**src/design/lrs16_pkg.sv**
```systemverilog
// Shared constants, command/status types and a divide helper for the 16 kHz resampler.
package lrs16_pkg;

    localparam int SAMPLE_BITS   = 16;
    localparam int RATE_BITS     = 18;
    localparam int FRAC_BITS     = 15;
    localparam int STEP_BITS     = 4;
    localparam int REL_BITS      = 8;
    localparam int OUT_CNT_BITS  = 24;
    localparam int OUT_PROD_BITS = 41;
    localparam int RES_CNT_BITS  = 4;

    localparam int TARGET_RATE = 16000;
    localparam int DENOM       = 32000;
    localparam int RATE_MIN    = 4000;
    localparam int RATE_MAX    = 192000;
    localparam int RATE_RESET  = 48000;
    localparam int OUT_CAP     = 10000000;
    localparam int MAX_RESULTS = 8;
    localparam int MAX_QUOT    = 12;
    localparam int DIV_ODD     = 125;
    localparam int RECIP_ODD   = 33554;   // floor(2^22 / 125)

    typedef struct packed {
        logic [STEP_BITS-1:0] q;
        logic [FRAC_BITS-1:0] r;
    } divmod_t;

    typedef struct packed {
        logic load_in;
        logic start;
        logic hold_first;
        logic frame_accept;
        logic frame_sat;
        logic emit;
        logic result_load;
        logic pass_out;
        logic push;
        logic push_final;
        logic finish_clear;
        logic finish_rel_dec;
    } cmd_t;

    typedef struct packed {
        logic is_first;
        logic pass_mode;
        logic in_room;
        logic fin;
        logic cond_a;
        logic cond_b;
        logic out_free;
    } status_t;

    // Quotient and remainder by 32000 for values below 13 * 32000.
    function automatic divmod_t divmod_denom(input logic [RATE_BITS:0] v);
        logic [STEP_BITS-1:0] q;
        logic [RATE_BITS:0]   r;
        divmod_t              d;
        q = '0;
        for (int k = 1; k <= MAX_QUOT; k++)
        begin
            if (v >= (RATE_BITS+1)'(k * DENOM))
            begin
                q = STEP_BITS'(k);
            end
        end
        r   = v - (RATE_BITS+1)'(int'(q) * DENOM);
        d.q = q;
        d.r = r[FRAC_BITS-1:0];
        return d;
    endfunction

endpackage

```
**src/design/lrs16_datapath.sv**
```systemverilog
// Datapath: stream state, position tracking, interpolation and divide-by-32000 stages.
module lrs16_datapath #(
    parameter int COUNT_BITS = 24
) (
    input  logic                                      clk,
    input  logic                                      rst_n,
    input  logic                                      cfg_valid,
    input  logic [lrs16_pkg::RATE_BITS-1:0]           cfg_data,
    input  logic signed [lrs16_pkg::SAMPLE_BITS-1:0]  sample_in,
    input  logic                                      is_final,
    input  logic                                      out_ready,
    input  lrs16_pkg::cmd_t                           cmd,
    output lrs16_pkg::status_t                        status,
    output logic signed [lrs16_pkg::SAMPLE_BITS-1:0]  sample_out,
    output logic                                      final_out,
    output logic                                      out_valid
);

    localparam int SB       = lrs16_pkg::SAMPLE_BITS;
    localparam int RB       = lrs16_pkg::RATE_BITS;
    localparam int FB       = lrs16_pkg::FRAC_BITS;
    localparam int PB       = lrs16_pkg::REL_BITS;
    localparam int AIN_BITS = COUNT_BITS + 15;
    localparam int OPB      = lrs16_pkg::OUT_PROD_BITS;
    localparam int CMP_BITS = (AIN_BITS > OPB) ? AIN_BITS : OPB;
    localparam int ACC_BITS = 33;
    localparam int X_BITS   = 22;
    localparam int QE_BITS  = 16;

    localparam logic signed [PB-1:0] REL_MIN = {1'b1, {(PB-1){1'b0}}};

    // stream control state
    logic [RB-1:0]                         input_rate_reg;
    logic [RB-1:0]                         rate_reg;
    logic signed [SB-1:0]                  held_reg;
    logic [COUNT_BITS-1:0]                 inputs_seen_reg;
    logic [lrs16_pkg::OUT_CNT_BITS-1:0]    outputs_sent_reg;
    logic                                  out_valid_reg;

    // payload
    logic signed [SB-1:0]                  s_reg;
    logic                                  fin_reg;
    logic signed [PB-1:0]                  rel_reg;
    logic [FB-1:0]                         frac_reg;
    logic [lrs16_pkg::STEP_BITS-1:0]       step_whole_reg;
    logic [FB-1:0]                         step_frac_reg;
    logic [AIN_BITS-1:0]                   acc_in_reg;
    logic [OPB-1:0]                        out_prod_reg;
    logic signed [SB-1:0]                  cur_reg;
    logic signed [SB-1:0]                  before_reg;
    logic signed [31:0]                    prod_reg;
    logic signed [SB-1:0]                  v0_reg;
    logic [X_BITS-1:0]                     x_reg;
    logic                                  neg_reg;
    logic [QE_BITS-1:0]                    qe_reg;
    logic [SB-1:0]                         result_reg;
    logic signed [SB-1:0]                  sample_out_reg;
    logic                                  final_out_reg;

    logic [RB-1:0]                         eff_rate;
    lrs16_pkg::divmod_t                    start_pos;
    lrs16_pkg::divmod_t                    start_step;
    logic signed [PB-1:0]                  rel_p1;
    logic signed [PB-1:0]                  rel_dec;
    logic signed [SB-1:0]                  v0;
    logic signed [SB-1:0]                  v1;
    logic signed [SB:0]                    diff;
    logic signed [ACC_BITS-1:0]            prod_full;
    logic [FB:0]                           frac_sum;
    logic                                  carry;
    logic [FB:0]                           frac_wrap;
    logic signed [PB-1:0]                  rel_adv;
    logic signed [ACC_BITS-1:0]            v0_ext;
    logic signed [ACC_BITS-1:0]            acc;
    logic [ACC_BITS-1:0]                   mag;
    logic [X_BITS+QE_BITS-1:0]             qe_full;
    logic [X_BITS:0]                       qe_x;
    logic [X_BITS:0]                       rem;
    logic [QE_BITS:0]                      q_fix;
    logic [QE_BITS:0]                      q_signed;
    logic                                  out_load;
    logic                                  clear;
    logic                                  out_ok;

    always_comb
    begin
        if (input_rate_reg < RB'(lrs16_pkg::RATE_MIN))
        begin
            eff_rate = RB'(lrs16_pkg::RATE_MIN);
        end
        else if (input_rate_reg > RB'(lrs16_pkg::RATE_MAX))
        begin
            eff_rate = RB'(lrs16_pkg::RATE_MAX);
        end
        else
        begin
            eff_rate = input_rate_reg;
        end
    end

    assign start_pos  = lrs16_pkg::divmod_denom({1'b0, eff_rate} + (RB+1)'(lrs16_pkg::TARGET_RATE));
    assign start_step = lrs16_pkg::divmod_denom({eff_rate, 1'b0});

    assign rel_p1  = rel_reg + PB'(1);
    assign rel_dec = (rel_reg == REL_MIN) ? rel_reg : rel_reg - PB'(1);

    // neighbors of the output position relative to the current frame
    assign v0 = (rel_reg == '0) ? cur_reg : ((rel_reg == '1) ? before_reg : '0);
    assign v1 = (rel_p1 == '0)  ? cur_reg : ((rel_p1 == '1)  ? before_reg : '0);

    assign diff      = {v1[SB-1], v1} - {v0[SB-1], v0};
    assign prod_full = diff * $signed({1'b0, frac_reg});

    assign frac_sum  = {1'b0, frac_reg} + {1'b0, step_frac_reg};
    assign carry     = frac_sum >= (FB+1)'(lrs16_pkg::DENOM);
    assign frac_wrap = carry ? frac_sum - (FB+1)'(lrs16_pkg::DENOM) : frac_sum;
    assign rel_adv   = rel_reg
                     + $signed({{(PB-lrs16_pkg::STEP_BITS){1'b0}}, step_whole_reg})
                     + $signed({{(PB-1){1'b0}}, carry});

    // acc = v0*32000 + (v1-v0)*f
    assign v0_ext = {{(ACC_BITS-SB){v0_reg[SB-1]}}, v0_reg};
    assign acc    = (v0_ext <<< 15) - (v0_ext <<< 9) - (v0_ext <<< 8)
                  + {prod_reg[31], prod_reg};
    assign mag    = acc[ACC_BITS-1] ? ACC_BITS'(-acc) : ACC_BITS'(acc);

    // |acc| / 32000 = (|acc| >> 8) / 125, reciprocal estimate then one correction
    assign qe_full  = (X_BITS+QE_BITS)'(x_reg) * (X_BITS+QE_BITS)'(lrs16_pkg::RECIP_ODD);
    assign qe_x     = (X_BITS+1)'(qe_reg) * (X_BITS+1)'(lrs16_pkg::DIV_ODD);
    assign rem      = {1'b0, x_reg} - qe_x;
    assign q_fix    = {1'b0, qe_reg} + (QE_BITS+1)'(rem >= (X_BITS+1)'(lrs16_pkg::DIV_ODD));
    assign q_signed = neg_reg ? (QE_BITS+1)'(-q_fix) : q_fix;

    assign out_load = cmd.pass_out | cmd.push;
    assign clear    = cmd.finish_clear | (cmd.pass_out & fin_reg);
    assign out_ok   = outputs_sent_reg < lrs16_pkg::OUT_CNT_BITS'(lrs16_pkg::OUT_CAP);

    assign status.is_first  = (inputs_seen_reg == '0);
    assign status.pass_mode = (rate_reg == RB'(lrs16_pkg::TARGET_RATE));
    assign status.in_room   = ~&inputs_seen_reg;
    assign status.fin       = fin_reg;
    assign status.cond_a    = out_ok & rel_reg[PB-1];
    assign status.cond_b    = out_ok & ((outputs_sent_reg == '0)
                            | (CMP_BITS'(out_prod_reg) <= CMP_BITS'(acc_in_reg)));
    assign status.out_free  = ~out_valid_reg | out_ready;

    always_ff @(posedge clk or negedge rst_n)
    begin
        if (!rst_n)
        begin
            input_rate_reg   <= RB'(lrs16_pkg::RATE_RESET);
            rate_reg         <= '0;
            held_reg         <= '0;
            inputs_seen_reg  <= '0;
            outputs_sent_reg <= '0;
            out_valid_reg    <= 1'b0;
        end
        else
        begin
            if (cfg_valid)
            begin
                input_rate_reg <= cfg_data;
            end
            if (out_load)
            begin
                out_valid_reg <= 1'b1;
            end
            else if (out_ready)
            begin
                out_valid_reg <= 1'b0;
            end
            if (clear)
            begin
                rate_reg         <= '0;
                held_reg         <= '0;
                inputs_seen_reg  <= '0;
                outputs_sent_reg <= '0;
            end
            else
            begin
                if (cmd.start)
                begin
                    rate_reg <= eff_rate;
                end
                if (cmd.hold_first || cmd.frame_accept)
                begin
                    held_reg        <= s_reg;
                    inputs_seen_reg <= inputs_seen_reg + COUNT_BITS'(1);
                end
                if (cmd.pass_out && status.in_room)
                begin
                    inputs_seen_reg <= inputs_seen_reg + COUNT_BITS'(1);
                end
                if (cmd.emit)
                begin
                    outputs_sent_reg <= outputs_sent_reg + lrs16_pkg::OUT_CNT_BITS'(1);
                end
            end
        end
    end

    always_ff @(posedge clk)
    begin
        x_reg   <= mag[X_BITS+7:8];
        neg_reg <= acc[ACC_BITS-1];
        qe_reg  <= qe_full[X_BITS+QE_BITS-1:X_BITS];
        if (cmd.load_in)
        begin
            s_reg   <= sample_in;
            fin_reg <= is_final;
        end
        if (cmd.start)
        begin
            rel_reg        <= $signed({{(PB-lrs16_pkg::STEP_BITS){1'b0}}, start_pos.q}) - PB'(1);
            frac_reg       <= start_pos.r;
            step_whole_reg <= start_step.q;
            step_frac_reg  <= start_step.r;
            acc_in_reg     <= AIN_BITS'(eff_rate >> 1);
            out_prod_reg   <= OPB'(eff_rate);
        end
        if (cmd.hold_first)
        begin
            rel_reg    <= rel_dec;
            acc_in_reg <= acc_in_reg + AIN_BITS'(lrs16_pkg::TARGET_RATE);
        end
        if (cmd.frame_accept)
        begin
            cur_reg    <= s_reg;
            before_reg <= held_reg;
            acc_in_reg <= acc_in_reg + AIN_BITS'(lrs16_pkg::TARGET_RATE);
        end
        if (cmd.frame_sat)
        begin
            cur_reg    <= held_reg;
            before_reg <= '0;
            rel_reg    <= rel_p1;
        end
        if (cmd.emit)
        begin
            prod_reg     <= prod_full[31:0];
            v0_reg       <= v0;
            frac_reg     <= frac_wrap[FB-1:0];
            rel_reg      <= rel_adv;
            out_prod_reg <= out_prod_reg + OPB'(rate_reg);
        end
        if (cmd.finish_rel_dec)
        begin
            rel_reg <= rel_dec;
        end
        if (cmd.result_load)
        begin
            result_reg <= q_signed[SB-1:0];
        end
        if (cmd.pass_out)
        begin
            sample_out_reg <= s_reg;
            final_out_reg  <= fin_reg;
        end
        else if (cmd.push)
        begin
            sample_out_reg <= $signed(result_reg);
            final_out_reg  <= cmd.push_final;
        end
    end

    assign sample_out = sample_out_reg;
    assign final_out  = final_out_reg;
    assign out_valid  = out_valid_reg;

endmodule

```
**src/design/lrs16_ctrl.sv**
```systemverilog
// Controller: sequences stream start, pass-through, and one interpolated output at a time.
module lrs16_ctrl (
    input  logic                clk,
    input  logic                rst_n,
    input  logic                in_valid,
    output logic                in_ready,
    input  lrs16_pkg::status_t  status,
    output lrs16_pkg::cmd_t     cmd
);

    typedef enum logic [8:0] {
        ST_IDLE  = 9'b000000001,
        ST_START = 9'b000000010,
        ST_CHECK = 9'b000000100,
        ST_PASS  = 9'b000001000,
        ST_EVAL  = 9'b000010000,
        ST_MUL   = 9'b000100000,
        ST_ACC   = 9'b001000000,
        ST_DIV1  = 9'b010000000,
        ST_DIV2  = 9'b100000000
    } state_t;

    localparam int NB = lrs16_pkg::RES_CNT_BITS;

    state_t          state_reg;
    state_t          state_next;
    logic [NB-1:0]   n_reg;
    logic [NB-1:0]   n_next;
    logic            phase_b_reg;
    logic            phase_b_next;
    logic            room;
    logic            more_a;
    logic            more_b;
    logic            another;
    logic            pending;

    assign room    = n_reg < NB'(lrs16_pkg::MAX_RESULTS);
    assign more_a  = ~phase_b_reg & status.cond_a & room;
    assign more_b  = status.fin & status.cond_b & room;
    assign another = more_a | more_b;
    assign pending = (n_reg != '0);

    always_comb
    begin
        state_next   = state_reg;
        n_next       = n_reg;
        phase_b_next = phase_b_reg;
        cmd          = '0;
        in_ready     = 1'b0;
        unique case (state_reg)
            ST_IDLE:
            begin
                in_ready = 1'b1;
                if (in_valid)
                begin
                    cmd.load_in = 1'b1;
                    state_next  = status.is_first ? ST_START : ST_CHECK;
                end
            end
            ST_START:
            begin
                cmd.start  = 1'b1;
                state_next = ST_CHECK;
            end
            ST_CHECK:
            begin
                n_next = '0;
                if (status.pass_mode || (status.is_first && status.fin))
                begin
                    state_next = ST_PASS;
                end
                else if (status.is_first)
                begin
                    cmd.hold_first = 1'b1;
                    state_next     = ST_IDLE;
                end
                else if (!status.in_room && !status.fin)
                begin
                    state_next = ST_IDLE;
                end
                else if (status.in_room)
                begin
                    cmd.frame_accept = 1'b1;
                    phase_b_next     = 1'b0;
                    state_next       = ST_EVAL;
                end
                else
                begin
                    cmd.frame_sat = 1'b1;
                    phase_b_next  = 1'b1;
                    state_next    = ST_EVAL;
                end
            end
            ST_PASS:
            begin
                if (status.out_free)
                begin
                    cmd.pass_out = 1'b1;
                    state_next   = ST_IDLE;
                end
            end
            ST_EVAL:
            begin
                if (!pending || status.out_free)
                begin
                    cmd.push       = pending;
                    cmd.push_final = ~another & status.fin;
                    if (another)
                    begin
                        if (!more_a)
                        begin
                            phase_b_next = 1'b1;
                        end
                        n_next     = n_reg + NB'(1);
                        state_next = ST_MUL;
                    end
                    else
                    begin
                        cmd.finish_clear   = status.fin;
                        cmd.finish_rel_dec = ~status.fin;
                        state_next         = ST_IDLE;
                    end
                end
            end
            ST_MUL:
            begin
                cmd.emit   = 1'b1;
                state_next = ST_ACC;
            end
            ST_ACC:
            begin
                state_next = ST_DIV1;
            end
            ST_DIV1:
            begin
                state_next = ST_DIV2;
            end
            ST_DIV2:
            begin
                cmd.result_load = 1'b1;
                state_next      = ST_EVAL;
            end
            default:
            begin
                state_next = ST_IDLE;
            end
        endcase
    end

    always_ff @(posedge clk or negedge rst_n)
    begin
        if (!rst_n)
        begin
            state_reg   <= ST_IDLE;
            n_reg       <= '0;
            phase_b_reg <= 1'b0;
        end
        else
        begin
            state_reg   <= state_next;
            n_reg       <= n_next;
            phase_b_reg <= phase_b_next;
        end
    end

endmodule

```
**src/design/linear_resampler_to_16khz.sv**
```systemverilog
// Top level: linear-interpolation sample-rate converter to 16 kHz.
//
// Channel  Handshake            Payload                    Direction
// -------  -------------------  -------------------------  ---------
// cfg      cfg_valid/cfg_ready  cfg_data[17:0] input_rate  in
// in       in_valid/in_ready    sample_in[15:0], is_final  in
// out      out_valid/out_ready  sample_out[15:0], final_out out
//
// Sequence: each interpolated output walks one multiply, one accumulate and a
//   two-step divide by 32000, all in a single shared datapath.
// Reset: rst_n clears the stream control state; input_rate returns to 48000. No clearing pass.
// Stalls: a finished output waits in the output register while the next input
//   transaction is taken; a further output waits in a pending register until the
//   output register is free. cfg_ready is always high.
module linear_resampler_to_16khz #(
    parameter int COUNT_BITS = 24
) (
    input  logic                                      clk,
    input  logic                                      rst_n,
    input  logic                                      cfg_valid,
    output logic                                      cfg_ready,
    input  logic [lrs16_pkg::RATE_BITS-1:0]           cfg_data,
    input  logic                                      in_valid,
    output logic                                      in_ready,
    input  logic signed [lrs16_pkg::SAMPLE_BITS-1:0]  sample_in,
    input  logic                                      is_final,
    output logic                                      out_valid,
    input  logic                                      out_ready,
    output logic signed [lrs16_pkg::SAMPLE_BITS-1:0]  sample_out,
    output logic                                      final_out
);

    lrs16_pkg::cmd_t     cmd;
    lrs16_pkg::status_t  status;

    // The stream rate is latched at the first sample of each stream, so writes
    // are never held off.
    assign cfg_ready = 1'b1;

    // Sequencer: accepts a transaction, starts a stream, picks pass-through or
    // interpolation, and steps the shared datapath once per output.
    lrs16_ctrl u_ctrl (
        .clk      (clk),
        .rst_n    (rst_n),
        .in_valid (in_valid),
        .in_ready (in_ready),
        .status   (status),
        .cmd      (cmd)
    );

    // Datapath: stream counters, source position (whole part relative to the newest
    // sample, remainder over 32000), interpolation and the output register.
    lrs16_datapath #(
        .COUNT_BITS (COUNT_BITS)
    ) u_datapath (
        .clk        (clk),
        .rst_n      (rst_n),
        .cfg_valid  (cfg_valid),
        .cfg_data   (cfg_data),
        .sample_in  (sample_in),
        .is_final   (is_final),
        .out_ready  (out_ready),
        .cmd        (cmd),
        .status     (status),
        .sample_out (sample_out),
        .final_out  (final_out),
        .out_valid  (out_valid)
    );

endmodule

```
**config.mk**
```make
export PLATFORM = sky130hd
export DESIGN_NAME = linear_resampler_to_16khz
export DESIGN_NICKNAME = d
export VERILOG_FILES = /design/src/design/lrs16_pkg.sv /design/src/design/lrs16_datapath.sv /design/src/design/lrs16_ctrl.sv /design/src/design/linear_resampler_to_16khz.sv
export SDC_FILE = /design/constraint.sdc
export NUM_CORES = 2
export LEC_CHECK = 0
export BUFFER_PORTS_ARGS = -buffer_cell sky130_fd_sc_hd__buf_4
export CAP_MARGIN = 20
export CORE_MARGIN = 1.5
export CORE_UTILIZATION = 50
export CTS_CLUSTER_SIZE = 14
export DETAILED_ROUTE_END_ITERATION = 16
export MAX_ROUTING_LAYER = met4
export PLACE_DENSITY = 0.69
export SETUP_SLACK_MARGIN = 0.1
export SLEW_MARGIN = 15
export SYNTH_ARGS = -nofsm -noshare
export SYNTH_HDL_FRONTEND = slang
export SYNTH_SLANG_ARGS = --single-unit
```
**constraint.sdc**
```tcl
create_clock -name clk -period 10.02 [get_ports clk]
set_input_delay 1.002 -clock clk [delete_from_list [all_inputs] [get_ports clk]]
set_output_delay 1.002 -clock clk [all_outputs]
set_load 0.05 [all_outputs]
```
==> impl_metrics.py <==
metrics = {
    "run_status": {
        "outcome": "completed",
    },
    "synthesis": {
        "ys_seq_elements": 405,
        "yosys.cell_types.count": 96,
        "synth_ff_type": "edfxtp_1",
        "ys_seq_area_frac": 0.256,
        "yosys_warnings": 0,
        "netlist_area_mm2": 0.0431,
        "synth_edf_count": 235,
        "avgSynthCellArea_um2": 9.34,
        "syn_inst": 4618,
        "async_flop_share": 0.284,
    },
    "clocking": {
        "cts_buffers": 48,
        "cts_tree": "yes",
        "clk_pin_slew_ns": 0.06,
        "clock_sinks": 405,
        "htreeDepth": 2,
        "clockRootBuffer": "clkbuf_16",
        "hold_buffers": 0,
        "clk_latency_ns": 0.64,
        "clockBufferDepth": 3,
    },
    "sta": {
        "period_needed_ns": 9.51,
        "fin_skew_ns": 0.0799,
        "rsz0062_at_grt": "true",
        "worst_pin_slew_ns": 1.04,
        "finalSetupViolations": 0,
        "period_share": 0.950,
        "setup_tns_ns": 0,
        "clock.fmax_mhz": 105,
        "maxSlewHeadroom": 0.304,
        "finalMaxSlewViolations": 0,
        "hold_viol_final": 0,
    },
    "critical_path": {
        "r2r_slack_ns": 0.51,
        "critPathMaxStageDelay_ns": 0.55,
        "arrival_ns": 9.88,
        "rr_endpoint": "u_datapath.prod_reg[31]",
        "startpoint": "u_datapath.rel_reg[1]",
        "path_buf_inv": 7,
        "cp_max_fo": 7,
        "critPathLaunchType": "flip-flop",
        "worstSetupPathType": "reg -> reg",
        "timing.rr.start": "u_datapath.rel_reg[1]",
        "cp_top_family": "adder cells",
        "worst_path_max_delay_cell": "fa_1",
        "cp.required_ns": 10.38,
        "crit_top_cell": "fa_1",
        "critPathCaptureType": "flip-flop",
        "reg2regPathDepth": 42,
    },
    "floorplanning": {
        "rows": 107,
        "die_area_mm2": 0.0881,
        "initial_core_util": 0.506,
        "fp.coreArea_mm2": 0.0853,
        "die_x_um": 297,
        "dieHeight_um": 297,
        "pin_count": 60,
    },
    "detailed_routing": {
        "vias_per_cell": 5.52,
        "vias": 32297,
        "drt_iter0_drc": 2131,
        "avgRoutedWirePerCell_um": 18.3,
        "wl_um": 107000,
        "drt_pre_antenna_iters": 6,
        "final_antenna_net_count": 0,
        "drc": 0,
    },
    "grt": {
        "grt_pass1_vias": 32274,
        "grt_max_degree": 84,
        "grt_pass1_wl_um": 174000,
        "antenna_found_initial": 1,
        "grt_overflow_total": 0,
        "grt_usage": 0.253,
    },
    "cells_and_area": {
        "final_nets": 5612,
        "drive_gt1_frac": 0.0703,
        "mostFrequentLayoutCell": "inv_1",
        "largest_register_ffs": 41,
        "syn_to_final_growth_pct": 8.79,
        "layout_common_cells": "inv_1, ha_1, nand2_1",
        "antenna_cells": 0,
        "final_cells": 5854,
    },
    "place": {
        "place_inst": 5756,
        "dp_hpwl_um": 84000,
        "portBuffers": 58,
        "gp_congestion": 0.970,
    },
    "hold_path": {
        "hold_path.class": "in -> async",
    },
    "flow_run": {
        "cap_violations": 0,
    },
}
## layer usage
metal,vias to the layer above,global-route usage,part of all wire
met1,15738,0.330,0.44
met4,0,0.0844,0.037
met2,885,0.408,0.47
met3,212,0.0319,0.057
met5,-,-,0
li1,15462,-,-
## cell families after synthesis
group                      after synthesis  share of synthesized area
and+or+nand+nor                       1357                      0.152
DFF                                    405                      0.256
buffers and inverters                  885                     0.0773
other                                    2                   0.000174
adders and majority gates              907                      0.335
xor gates and xnor gates               304                     0.0617
muxes                                   35                    0.00855
AOI/OAI and AO/OA                      723                      0.109
## per-stage QoR
step / instance area, um2 / hold slack [ns] / worst slack, ns / utilization
after global placement: 45100 / 0.487 / 0.154 / 0.529
after CTS: 46700 / 0.436 / 0.118 / 0.548
final: 46900 / 0.426 / 0.505 / 0.550
after global routing: 46900 / 0.451 / 0.0546 / 0.550
after detailed placement: 45100 / 0.489 / 0.0397 / 0.529
after floorplan: 43200 / 0.466 / 0.101 / -
## synth_stat cells, drive strengths merged (39+ instances only)
cell type / count / area share
nand2: 478 / 0.042
nor2b: 39 / 0.0057
dfxtp: 55 / 0.026
a21o: 61 / 0.011
xor2: 106 / 0.022
dfrtp: 107 / 0.062
o21ai: 155 / 0.018
nor2: 285 / 0.025
nor3: 69 / 0.0086
inv: 743 / 0.065
ha: 486 / 0.14
edfxtp: 235 / 0.16
fa: 416 / 0.19
nand4: 60 / 0.0087
a21oi: 224 / 0.026
and3: 58 / 0.0085
clkbuf: 129 / 0.011
xnor2: 198 / 0.040
nand3: 94 / 0.011
and2: 121 / 0.018
## area by class of cell
cell class,count,area (um2)
fillers,7593,38300
multi-input cells,3330,29000
flip-flops and latches,405,11000
repair buffers,141,1070
clock buffers,61,1310
inverters,744,2790
well taps,1144,1430
clock inverters,29,300
## worst max path at each step
| stage | to | slack (ns) | depth (start not counted) |
|---|---|---|---|
| floorplan | u_datapath.prod_reg[31] | 0.10 | 44 |
| global placement | u_datapath.prod_reg[31] | 0.15 | 42 |
| detailed placement | u_datapath.prod_reg[31] | 0.04 | 41 |
| CTS | u_datapath.prod_reg[31] | 0.12 | 42 |
| global route | u_datapath.prod_reg[31] | 0.05 | 42 |
| finish | u_datapath.prod_reg[31] | 0.51 | 42 |
## repair_timing
item	4_1_cts	5_1_grt
setup buffers	2	4
resized for setup	3	38
setup endpoints to repair	3	14
pin swaps	2	6
Power is not shown: default switching activity piles up to over one toggle a cycle in this logic, so the estimate is an artifact.
